## src/design/delta_run_sample_decoder_assert.svh

```systemverilog
// Assertion macros for the delta/run sample decoder.
`ifndef DELTA_RUN_SAMPLE_DECODER_ASSERT_SVH
`define DELTA_RUN_SAMPLE_DECODER_ASSERT_SVH
`ifndef NO_ASSERTIONS
// checked only while out of reset
`define DRSD_ASSERT(lbl, prop, msg) \
  lbl: assert property (@(posedge clk_i) disable iff (!rst_ni) prop) else $error(msg);
// checked at every edge, reset included
`define DRSD_ASSERT_ALWAYS(lbl, prop, msg) \
  lbl: assert property (@(posedge clk_i) prop) else $error(msg);
`else
`define DRSD_ASSERT(lbl, prop, msg)
`define DRSD_ASSERT_ALWAYS(lbl, prop, msg)
`endif
`endif

```

## src/design/drsd_pkg.sv

```systemverilog
// Types, constants and helpers shared by the delta/run sample decoder.
`default_nettype none
package drsd_pkg;

  localparam logic [5:0] EXT_BASE = 6'd59;  // long fields above this take extension bytes
  localparam int unsigned MAX_RES = 3;

  typedef struct packed {
    logic signed [31:0] sample_value;
    logic [30:0]        repeat_count;
    logic               last_of_byte;
    logic               frame_done;
    logic               status;
  } res_t;

  typedef struct packed {
    logic [31:0] ref_value;
    logic [30:0] samples_left;
    logic        pend_run;     // pending long tag is a run
    logic [2:0]  ext_total;    // 0: no tag pending
    logic [1:0]  ext_idx;
    logic [31:0] long_field;
    logic        err_seen;
  } state_t;

  typedef struct packed {
    state_t                  nxt;
    res_t [MAX_RES-1:0]      res;
    logic [1:0]              n_res;
  } step_t;

  localparam res_t OVERRUN_RES = '{sample_value: '0, repeat_count: '0,
                                   last_of_byte: 1'b1, frame_done: 1'b0,
                                   status: 1'b1};

  function automatic logic [31:0] unzig(input logic [31:0] v);
    return v[0] ? ~(v >> 1) : (v >> 1);
  endfunction

  function automatic res_t mk_res(input logic [31:0] val, input logic [30:0] rep,
                                  input logic [30:0] left, input logic last);
    res_t r;
    r.sample_value = val;
    r.repeat_count = rep;
    r.last_of_byte = last;
    r.frame_done   = (left == '0);
    r.status       = 1'b0;
    return r;
  endfunction

endpackage
`default_nettype wire

```

## src/design/drsd_if.sv

```systemverilog
// Valid/ready channel interfaces: compressed byte in, decoded word out.
`default_nettype none
interface drsd_byte_if;
  logic       valid;
  logic       ready;
  logic [7:0] data_byte;
  modport source (output valid, output data_byte, input ready);
  modport sink   (input valid, input data_byte, output ready);
endinterface

interface drsd_res_if;
  logic               valid;
  logic               ready;
  logic signed [31:0] sample_value;
  logic [30:0]        repeat_count;
  logic               last_of_byte;
  logic               frame_done;
  logic               status;
  modport source (output valid, output sample_value, output repeat_count,
                  output last_of_byte, output frame_done, output status,
                  input ready);
  modport sink   (input valid, input sample_value, input repeat_count,
                  input last_of_byte, input frame_done, input status,
                  output ready);
endinterface
`default_nettype wire

```

## src/design/drsd_step.sv

```systemverilog
// Per-byte decode: next state and up to three result words from one byte.
`default_nettype none
module drsd_step (
  input  drsd_pkg::state_t st_i,
  input  logic [7:0]       byte_i,
  output drsd_pkg::step_t  step_o
);
  import drsd_pkg::*;

  always_comb begin : p_step
    logic [31:0] lf;
    logic [31:0] nf;
    logic        run;
    logic        do_long;
    logic [31:0] same;
    logic [32:0] need;
    logic [31:0] d0, d1, d2;
    logic [31:0] acc;
    logic [30:0] sl1, sl2, sl3;
    logic [5:0]  n6;

    step_o     = '0;
    step_o.nxt = st_i;
    lf      = st_i.long_field + ((32'(byte_i) + 32'd1) << {st_i.ext_idx, 3'b000});
    nf      = '0;
    run     = 1'b0;
    do_long = 1'b0;
    n6      = byte_i[5:0];
    d0      = '0;
    d1      = '0;
    d2      = '0;
    acc     = '0;
    sl1     = st_i.samples_left - 31'd1;
    sl2     = st_i.samples_left - 31'd2;
    sl3     = st_i.samples_left - 31'd3;

    if (st_i.err_seen) begin
      // sticky: everything dropped until the count is rewritten
    end else if (st_i.ext_total != '0) begin
      step_o.nxt.long_field = lf;
      if (({1'b0, st_i.ext_idx} + 3'd1) < st_i.ext_total) begin
        step_o.nxt.ext_idx = st_i.ext_idx + 2'd1;
      end else begin
        step_o.nxt.ext_total = '0;
        step_o.nxt.ext_idx   = '0;
        do_long = 1'b1;
        nf      = lf;
        run     = st_i.pend_run;
      end
    end else if (st_i.samples_left == '0) begin
      // frame finished
    end else if (byte_i[7]) begin
      if (n6 > EXT_BASE) begin
        step_o.nxt.pend_run   = byte_i[6];
        step_o.nxt.ext_total  = 3'(n6 - EXT_BASE);
        step_o.nxt.ext_idx    = '0;
        step_o.nxt.long_field = 32'(EXT_BASE);
      end else begin
        do_long = 1'b1;
        nf      = 32'(n6);
        run     = byte_i[6];
      end
    end else if (byte_i[6]) begin
      if (st_i.samples_left < 31'd2) begin
        step_o.res[0]       = OVERRUN_RES;
        step_o.n_res        = 2'd1;
        step_o.nxt.err_seen = 1'b1;
      end else begin
        d0  = unzig(32'(byte_i[2:0]));
        d1  = unzig(32'(byte_i[5:3]));
        acc = st_i.ref_value + d1;
        step_o.res[0] = mk_res(st_i.ref_value + d0, 31'd1, sl1, 1'b0);
        step_o.res[1] = mk_res(acc, 31'd1, sl2, 1'b1);
        step_o.n_res  = 2'd2;
        step_o.nxt.ref_value    = acc;
        step_o.nxt.samples_left = sl2;
      end
    end else begin
      if (st_i.samples_left < 31'd3) begin
        step_o.res[0]       = OVERRUN_RES;
        step_o.n_res        = 2'd1;
        step_o.nxt.err_seen = 1'b1;
      end else begin
        d0  = unzig(32'(byte_i[1:0]));
        d1  = unzig(32'(byte_i[3:2]));
        d2  = unzig(32'(byte_i[5:4]));
        acc = st_i.ref_value + d2;
        step_o.res[0] = mk_res(st_i.ref_value + d0, 31'd1, sl1, 1'b0);
        step_o.res[1] = mk_res(st_i.ref_value + d1, 31'd1, sl2, 1'b0);
        step_o.res[2] = mk_res(acc, 31'd1, sl3, 1'b1);
        step_o.n_res  = 2'd3;
        step_o.nxt.ref_value    = acc;
        step_o.nxt.samples_left = sl3;
      end
    end

    // long delta or run, from the tag itself or after its last extension
    same = {1'b0, nf[31:1]} + 32'd3;
    need = {1'b0, same} + 33'd1;
    if (do_long) begin
      if (run) begin
        if (need > {2'b00, st_i.samples_left}) begin
          step_o.res[0]       = OVERRUN_RES;
          step_o.n_res        = 2'd1;
          step_o.nxt.err_seen = 1'b1;
        end else begin
          sl2 = sl1 - same[30:0];
          step_o.res[0] = mk_res(st_i.ref_value + {31'd0, nf[0]}, 31'd1, sl1, 1'b0);
          step_o.res[1] = mk_res(st_i.ref_value, same[30:0], sl2, 1'b1);
          step_o.n_res  = 2'd2;
          step_o.nxt.samples_left = sl2;
        end
      end else begin
        if (st_i.samples_left == '0) begin
          step_o.res[0]       = OVERRUN_RES;
          step_o.n_res        = 2'd1;
          step_o.nxt.err_seen = 1'b1;
        end else begin
          acc = st_i.ref_value + unzig(nf);
          step_o.res[0] = mk_res(acc, 31'd1, sl1, 1'b1);
          step_o.n_res  = 2'd1;
          step_o.nxt.ref_value    = acc;
          step_o.nxt.samples_left = sl1;
        end
      end
    end
  end

endmodule
`default_nettype wire

```

## src/design/delta_run_sample_decoder.sv

```systemverilog
// Delta/run sample decoder: top level with byte register, state and result buffer.
//
// byte_i carries one compressed byte per word; res_o carries decoded sample words
// (value, repeat count, last-of-byte, frame-done, overrun status). Both channels
// move a word at a rising edge with valid and ready high.
// cfg_we_i/cfg_wdata_i load the sample count and restart decoding from reference
// zero; write it only when the block is idle.
// Flow: a byte accepted into the byte register is decoded from there into the
// result buffer, whose first word drives res_o.
// Throughput: one byte per cycle for bytes with zero or one result while the
// receiver takes each word; after a byte with two or three results, a next byte
// with results waits until the last buffered word is taken, one word per cycle
// while ready is high. The byte register takes a byte only when empty or firing.
// Reset clears the decode state to a zero sample count, so bytes are dropped until
// the count is written. If the receiver stalls, the buffer holds its words and
// the next byte waits in the byte register; byte_i.ready then falls.
`default_nettype none
`include "delta_run_sample_decoder_assert.svh"
module delta_run_sample_decoder (
  input  logic              clk_i,
  input  logic              rst_ni,
  input  logic              cfg_we_i,
  input  logic [30:0]       cfg_wdata_i,
  drsd_byte_if.sink         byte_i,
  drsd_res_if.source        res_o
);
  import drsd_pkg::*;

  logic                 in_vld_q;
  logic [7:0]           in_byte_q;
  state_t               st_q;
  state_t               st_d;
  res_t [MAX_RES-1:0]   buf_q;
  logic [1:0]           cnt_q;
  step_t                step;
  logic                 pop;
  logic                 fire;

  drsd_step u_step (
    .st_i   (st_q),
    .byte_i (in_byte_q),
    .step_o (step)
  );

  assign pop  = res_o.valid && res_o.ready;
  // decode when the buffer is free by the next edge, or the byte makes no word
  assign fire = in_vld_q && (step.n_res == 2'd0 || cnt_q == 2'd0 ||
                             (cnt_q == 2'd1 && pop));

  assign byte_i.ready = !in_vld_q || fire;

  always_ff @(posedge clk_i or negedge rst_ni) begin
    if (!rst_ni) begin
      in_vld_q <= 1'b0;
    end else if (byte_i.ready) begin
      in_vld_q <= byte_i.valid;
    end
  end

  always_ff @(posedge clk_i) begin
    if (byte_i.valid && byte_i.ready) begin
      in_byte_q <= byte_i.data_byte;
    end
  end

  always_comb begin
    st_d = st_q;
    if (cfg_we_i) begin
      st_d              = '0;
      st_d.samples_left = cfg_wdata_i;
    end else if (fire) begin
      st_d = step.nxt;
    end
  end

  always_ff @(posedge clk_i or negedge rst_ni) begin
    if (!rst_ni) begin
      st_q <= '0;
    end else begin
      st_q <= st_d;
    end
  end

  always_ff @(posedge clk_i or negedge rst_ni) begin
    if (!rst_ni) begin
      cnt_q <= '0;
    end else if (fire && step.n_res != 2'd0) begin
      cnt_q <= step.n_res;
    end else if (pop) begin
      cnt_q <= cnt_q - 2'd1;
    end
  end

  always_ff @(posedge clk_i) begin
    if (fire && step.n_res != 2'd0) begin
      buf_q <= step.res;
    end else if (pop) begin
      buf_q[0] <= buf_q[1];
      buf_q[1] <= buf_q[2];
    end
  end

  assign res_o.valid        = (cnt_q != 2'd0);
  assign res_o.sample_value = buf_q[0].sample_value;
  assign res_o.repeat_count = buf_q[0].repeat_count;
  assign res_o.last_of_byte = buf_q[0].last_of_byte;
  assign res_o.frame_done   = buf_q[0].frame_done;
  assign res_o.status       = buf_q[0].status;

  `DRSD_ASSERT_ALWAYS(a_no_word_in_reset, !rst_ni |=> !res_o.valid, "word during reset")
  `DRSD_ASSERT(a_err_sticky, st_q.err_seen && !cfg_we_i |=> st_q.err_seen, "error cleared")
  `DRSD_ASSERT(a_overrun_word, res_o.valid && res_o.status |->
    (res_o.last_of_byte && res_o.repeat_count == '0 && !res_o.frame_done), "bad overrun word")
  `DRSD_ASSERT(a_load_shows, fire && step.n_res != 2'd0 |=> res_o.valid, "decoded words lost")

endmodule
`default_nettype wire
```

## src/flat_wrapper.sv

```systemverilog
// flat-port wrapper written by rule: the top's interface ports become plain ports
module delta_run_sample_decoder_flat import drsd_pkg::*;
  (clk_i, rst_ni, cfg_we_i, cfg_wdata_i, byte_i_valid, byte_i_data_byte, byte_i_ready, res_o_valid, res_o_sample_value, res_o_repeat_count, res_o_last_of_byte, res_o_frame_done, res_o_status, res_o_ready);
  drsd_byte_if byte_i_i ();
  drsd_res_if res_o_i ();
  input  logic clk_i;
  input  logic rst_ni;
  input  logic cfg_we_i;
  input  logic [30:0] cfg_wdata_i;
  input wire logic [$bits(byte_i_i.valid)-1:0] byte_i_valid;
  input wire logic [$bits(byte_i_i.data_byte)-1:0] byte_i_data_byte;
  output wire logic [$bits(byte_i_i.ready)-1:0] byte_i_ready;
  output wire logic [$bits(res_o_i.valid)-1:0] res_o_valid;
  output wire logic [$bits(res_o_i.sample_value)-1:0] res_o_sample_value;
  output wire logic [$bits(res_o_i.repeat_count)-1:0] res_o_repeat_count;
  output wire logic [$bits(res_o_i.last_of_byte)-1:0] res_o_last_of_byte;
  output wire logic [$bits(res_o_i.frame_done)-1:0] res_o_frame_done;
  output wire logic [$bits(res_o_i.status)-1:0] res_o_status;
  input wire logic [$bits(res_o_i.ready)-1:0] res_o_ready;
  assign byte_i_i.valid = byte_i_valid;
  assign byte_i_i.data_byte = byte_i_data_byte;
  assign byte_i_ready = byte_i_i.ready;
  assign res_o_valid = res_o_i.valid;
  assign res_o_sample_value = res_o_i.sample_value;
  assign res_o_repeat_count = res_o_i.repeat_count;
  assign res_o_last_of_byte = res_o_i.last_of_byte;
  assign res_o_frame_done = res_o_i.frame_done;
  assign res_o_status = res_o_i.status;
  assign res_o_i.ready = res_o_ready;
  delta_run_sample_decoder u_core (.clk_i(clk_i), .rst_ni(rst_ni), .cfg_we_i(cfg_we_i), .cfg_wdata_i(cfg_wdata_i), .byte_i(byte_i_i), .res_o(res_o_i));
endmodule
```

## config.mk

```make
export PLATFORM = sky130hd
export DESIGN_NAME = delta_run_sample_decoder_flat
export DESIGN_NICKNAME = d
export VERILOG_FILES = /design/src/design/drsd_pkg.sv /design/src/design/drsd_if.sv /design/src/design/drsd_step.sv /design/src/design/delta_run_sample_decoder.sv /design/src/flat_wrapper.sv
export VERILOG_INCLUDE_DIRS = /design/src /design/src/design
export SDC_FILE = /design/constraint.sdc
export NUM_CORES = 2
export LEC_CHECK = 0
export ABC_AREA = 0
export CELL_PAD_IN_SITES_DETAIL_PLACEMENT = 1
export CELL_PAD_IN_SITES_GLOBAL_PLACEMENT = 1
export CORE_MARGIN = 5
export CORE_UTILIZATION = 45
export DETAILED_ROUTE_END_ITERATION = 10
export DONT_BUFFER_PORTS = 1
export PLACE_DENSITY = 0.74
export SLEW_MARGIN = 20
export SYNTH_ARGS = -nofsm -noshare
export SYNTH_HDL_FRONTEND = slang
export SYNTH_SLANG_ARGS = --single-unit
export TNS_END_PERCENT = 20
```

## constraint.sdc

```tcl
create_clock -name clk_i -period 11.66 [get_ports clk_i]
set_input_delay 0.583 -clock clk_i [delete_from_list [all_inputs] [get_ports clk_i]]
set_output_delay 0.583 -clock clk_i [all_outputs]
set_load 0.02 [all_outputs]
```

==> reports/results.ini <==
[yosys]
synth_warnings=0
synth_seq_cells=278
synth.lib_cells_used.distinct=110
syn-cell-area_um2=32300
synth_fp_nets=4478
synthCells=4156
synth_edf_count=173
postSynthAreaPerCell_um2=7.77
synth_seq_area_share_pct=24.2
postSynth.topFlopCell=sky130_fd_sc_hd__edfxtp_1
async_reset_ff_share_pct=37.8

[power_and_ir_drop]
combinationalPowerShare_pct=63.8
switching_part_of_the_total_power_pct=54.9
pwr-share-clk_pct=12.3
internal_power_component_mw=4.44
seq_power_share_pct=23.9
p_switching_mw=5.41
p_per_area_nw_per_um2=290
vdd_drop_max_v=0.000127
cellLeakagePower_nw=13.7
report.power.total_mw=9.85

[final_layout]
layout.cells.most_common_list=sky130_fd_sc_hd__nor2_1 (451), sky130_fd_sc_hd__nand2_1 (352), sky130_fd_sc_hd__a21oi_1 (342)
areaGrowthSynthToFinish_pct=5.15
layout.cell_area.non_filler_um2=34000
fin_cells=4955
drive_above_1_share_pct=5.67
filler_cell_count=8771
post_layout_net_count=4294
layout.cells.most_common=sky130_fd_sc_hd__nor2_1
layout.area.seq_um2=7820
layout.core_utilization_pct=47.6
multi_input_area_um2=22700

[timing]
timing.final.setup_violations=0
worst_clock_skew_ns=0.0272
timing_worst_slew_pin_value_ns=1.18
grt_setup_unrepaired=false
finalHoldWorstSlack_ns=0.0417
period_share_pct=88.6
final_critical_delay_including_setup_and_external_delays_ns=10.33
timing.final.hold_violations=0
timing_max_transition_violations_final=0
setup_total_negative_slack_ns=0
max_clock_freq_mhz=96.8
slew-limit-headroom_pct=20.8
final_critical_path_setup_slack_ns=1.33

[clock_tree]
cts_sinks=278
cts_tree=done
ctsHoldBuffers=2
post_cts.repair.setup_buffers=0
clock_insertion_delay_worst_skew_ns=0.60
tritoncts.num_buffers=39
ctsResizeCount=0
ctsRootBufferMaster=sky130_fd_sc_hd__clkbuf_16
clock_tree_buffer_depth=3
clk_pin_slew_worst_paths_ns=0.07
cts_htree_levels=2

[placed_design]
detailedPlace.worstSlack_ns=1.58
gp_congestion=1.01
post-place-cells=4879
port_buffers=0
dpl-instance-area_um2=32700
half_perimeter_wire_length_of_the_detailed_placement_result_um=111000

[worst_setup_path]
cp-end-kind=register
timing.critical_path.mode_cell=sky130_fd_sc_hd__ha_1
timing.setup.critical_path_class=register to register
critical-path-max-stage-delay_ns=0.72
worstPathMaxFanout=33
cp_num_buf_inv=1
critical_path_arrival_ns=10.65
slowest_stage=sky130_fd_sc_hd__nand3_2
data_required_time_of_the_critical_path_ns=11.98
critical_path_launch_point_type=register
path_delay_family=simple AND/OR/NAND/NOR gates

[grt]
grt_use_total_pct=35.7
grt-ovfl-total=0
first_global_vias=33100
initial_antenna_violation_count=2
pin_count_of_the_biggest_net_entering_global_routing=106
grt_pass1_wl_um=214000

[routing]
total_number_of_vias=33500
wirelength_um=145000
drt_first_pass_iters=5
vias_per_cell=6.76
wl_per_cell_um=29.3
drcViolationCount=0
dr.first_iter.drc_count=2995
detail-route-antenna-nets=0

[die]
floorplan.rows=98
die-area_um2=77300
fp.dieW_um=278
fp.coreArea_um2=71400
design.portCount=112
floorplan.die.height_um=278
floorplan.initialDensity_pct=45.3

[flow_run]
drv_cap=0

[run_status]
status=finished clean

[hold_path]
hold_path.class=primary input to register

[cell type report]
class / count / share of cell area [%]
antenna: 2 / 0.0147
sequential: 278 / 23.0
tap: 950 / 3.50
timing repair buffer: 66 / 1.56
clock inverter: 27 / 0.718
multi-input combinational: 3464 / 66.9
inverter: 123 / 1.36
clock buffer: 45 / 2.94
[per-layer routing]
metal  global-route usage (%)  wire, um  vias to the layer above  part of all wire, %
met5                        0         0                        -                    0
met4                     15.8      7850                        0                  5.4
met3                     5.01     10900                      356                  7.5
met2                     59.5     66600                     1497                   46
met1                     46.4     59700                    16700                   41
li1                         -         -                    15000                    -
[registers in the layout, summed over array words and instances, names as in the netlist]
register and count:
u_core.in_byte_q 8, u_core.cnt_q 2, u_core.st_q 102, u_core.res_o.frame_done 1, u_core.in_vld_q 1, u_core.res_o.sample_value 32
u_core.res_o.repeat_count 31, u_core.res_o.last_of_byte 1, u_core.buf_q 99, u_core.res_o.status 1
[cells in the mapped netlist (all sizes together), types with 15 or more instances]
master,n,area share [%]
a211o,18,0.49
a22o,19,0.52
nor2,461,5.4
o221ai,17,0.46
and2,73,1.4
or3,36,0.74
o211ai,30,0.70
nor3,108,1.7
nand4,67,1.3
a221oi,48,1.3
nand2b,42,0.81
ha,270,10
a21o,122,2.8
and3,43,0.83
o22ai,52,1.0
dfrtp,105,8.1
a31oi,67,1.4
o21bai,27,0.63
o21ai,312,4.8
a21oi,343,5.3
nor2b,33,0.64
buf,108,2.1
nand2,357,4.2
xor2,95,2.6
o31ai,37,0.86
nand3,118,1.8
or2,30,0.59
nor4,49,0.97
a22oi,29,0.67
xnor2,241,6.5
o21a,57,1.3
clkbuf,183,2.1
a211oi,37,0.88
edfxtp,173,16
inv,119,1.4
or4,15,0.37
[cells by family after synthesis]
kind of cell | Yosys count | synth area share, %
simple gates | 1478 | 22.2
fa+ha+maj | 278 | 11.0
mux | 22 | 0.740
buf+inv | 414 | 5.70
xor+xnor | 336 | 9.11
flops | 278 | 24.2
compound gates | 1350 | 27.1
[path summary, 6_finish.rpt]
check / slack [ns] / end / from / depth (start not counted)
min in group asynchronous: 0.66 / u_core.st_q[64] / rst_ni / 2
worst max-delay path: 1.33 / u_core.buf_q[91] / u_core.in_byte_q[0] / 33
worst max register to register: 1.33 / u_core.buf_q[91] / u_core.in_byte_q[0] / 33
max in group asynchronous: 10.50 / u_core.st_q[85] / rst_ni / 2
worst min-delay path: 0.04 / u_core.st_q[23] / cfg_we_i / 1
worst min register to register: 0.49 / u_core.st_q[25] / u_core.st_q[25] / 2
[power by group through the flow]
| stage | Clock (mW) | Sequential [mW] | Combinational (mW) |
|---|---|---|---|
| 2_1_floorplan | 0 | 1.88 | 4.63 |
| 3_3_place_gp | 0 | 2.34 | 6.00 |
| 3_5_place_dp | 0 | 2.35 | 6.10 |
| 4_1_cts | 1.23 | 2.33 | 6.16 |
| 5_1_grt | 1.27 | 2.37 | 6.76 |
| 6_report | 1.21 | 2.35 | 6.29 |
No activity file was read; power rests on OpenSTA's default activity.
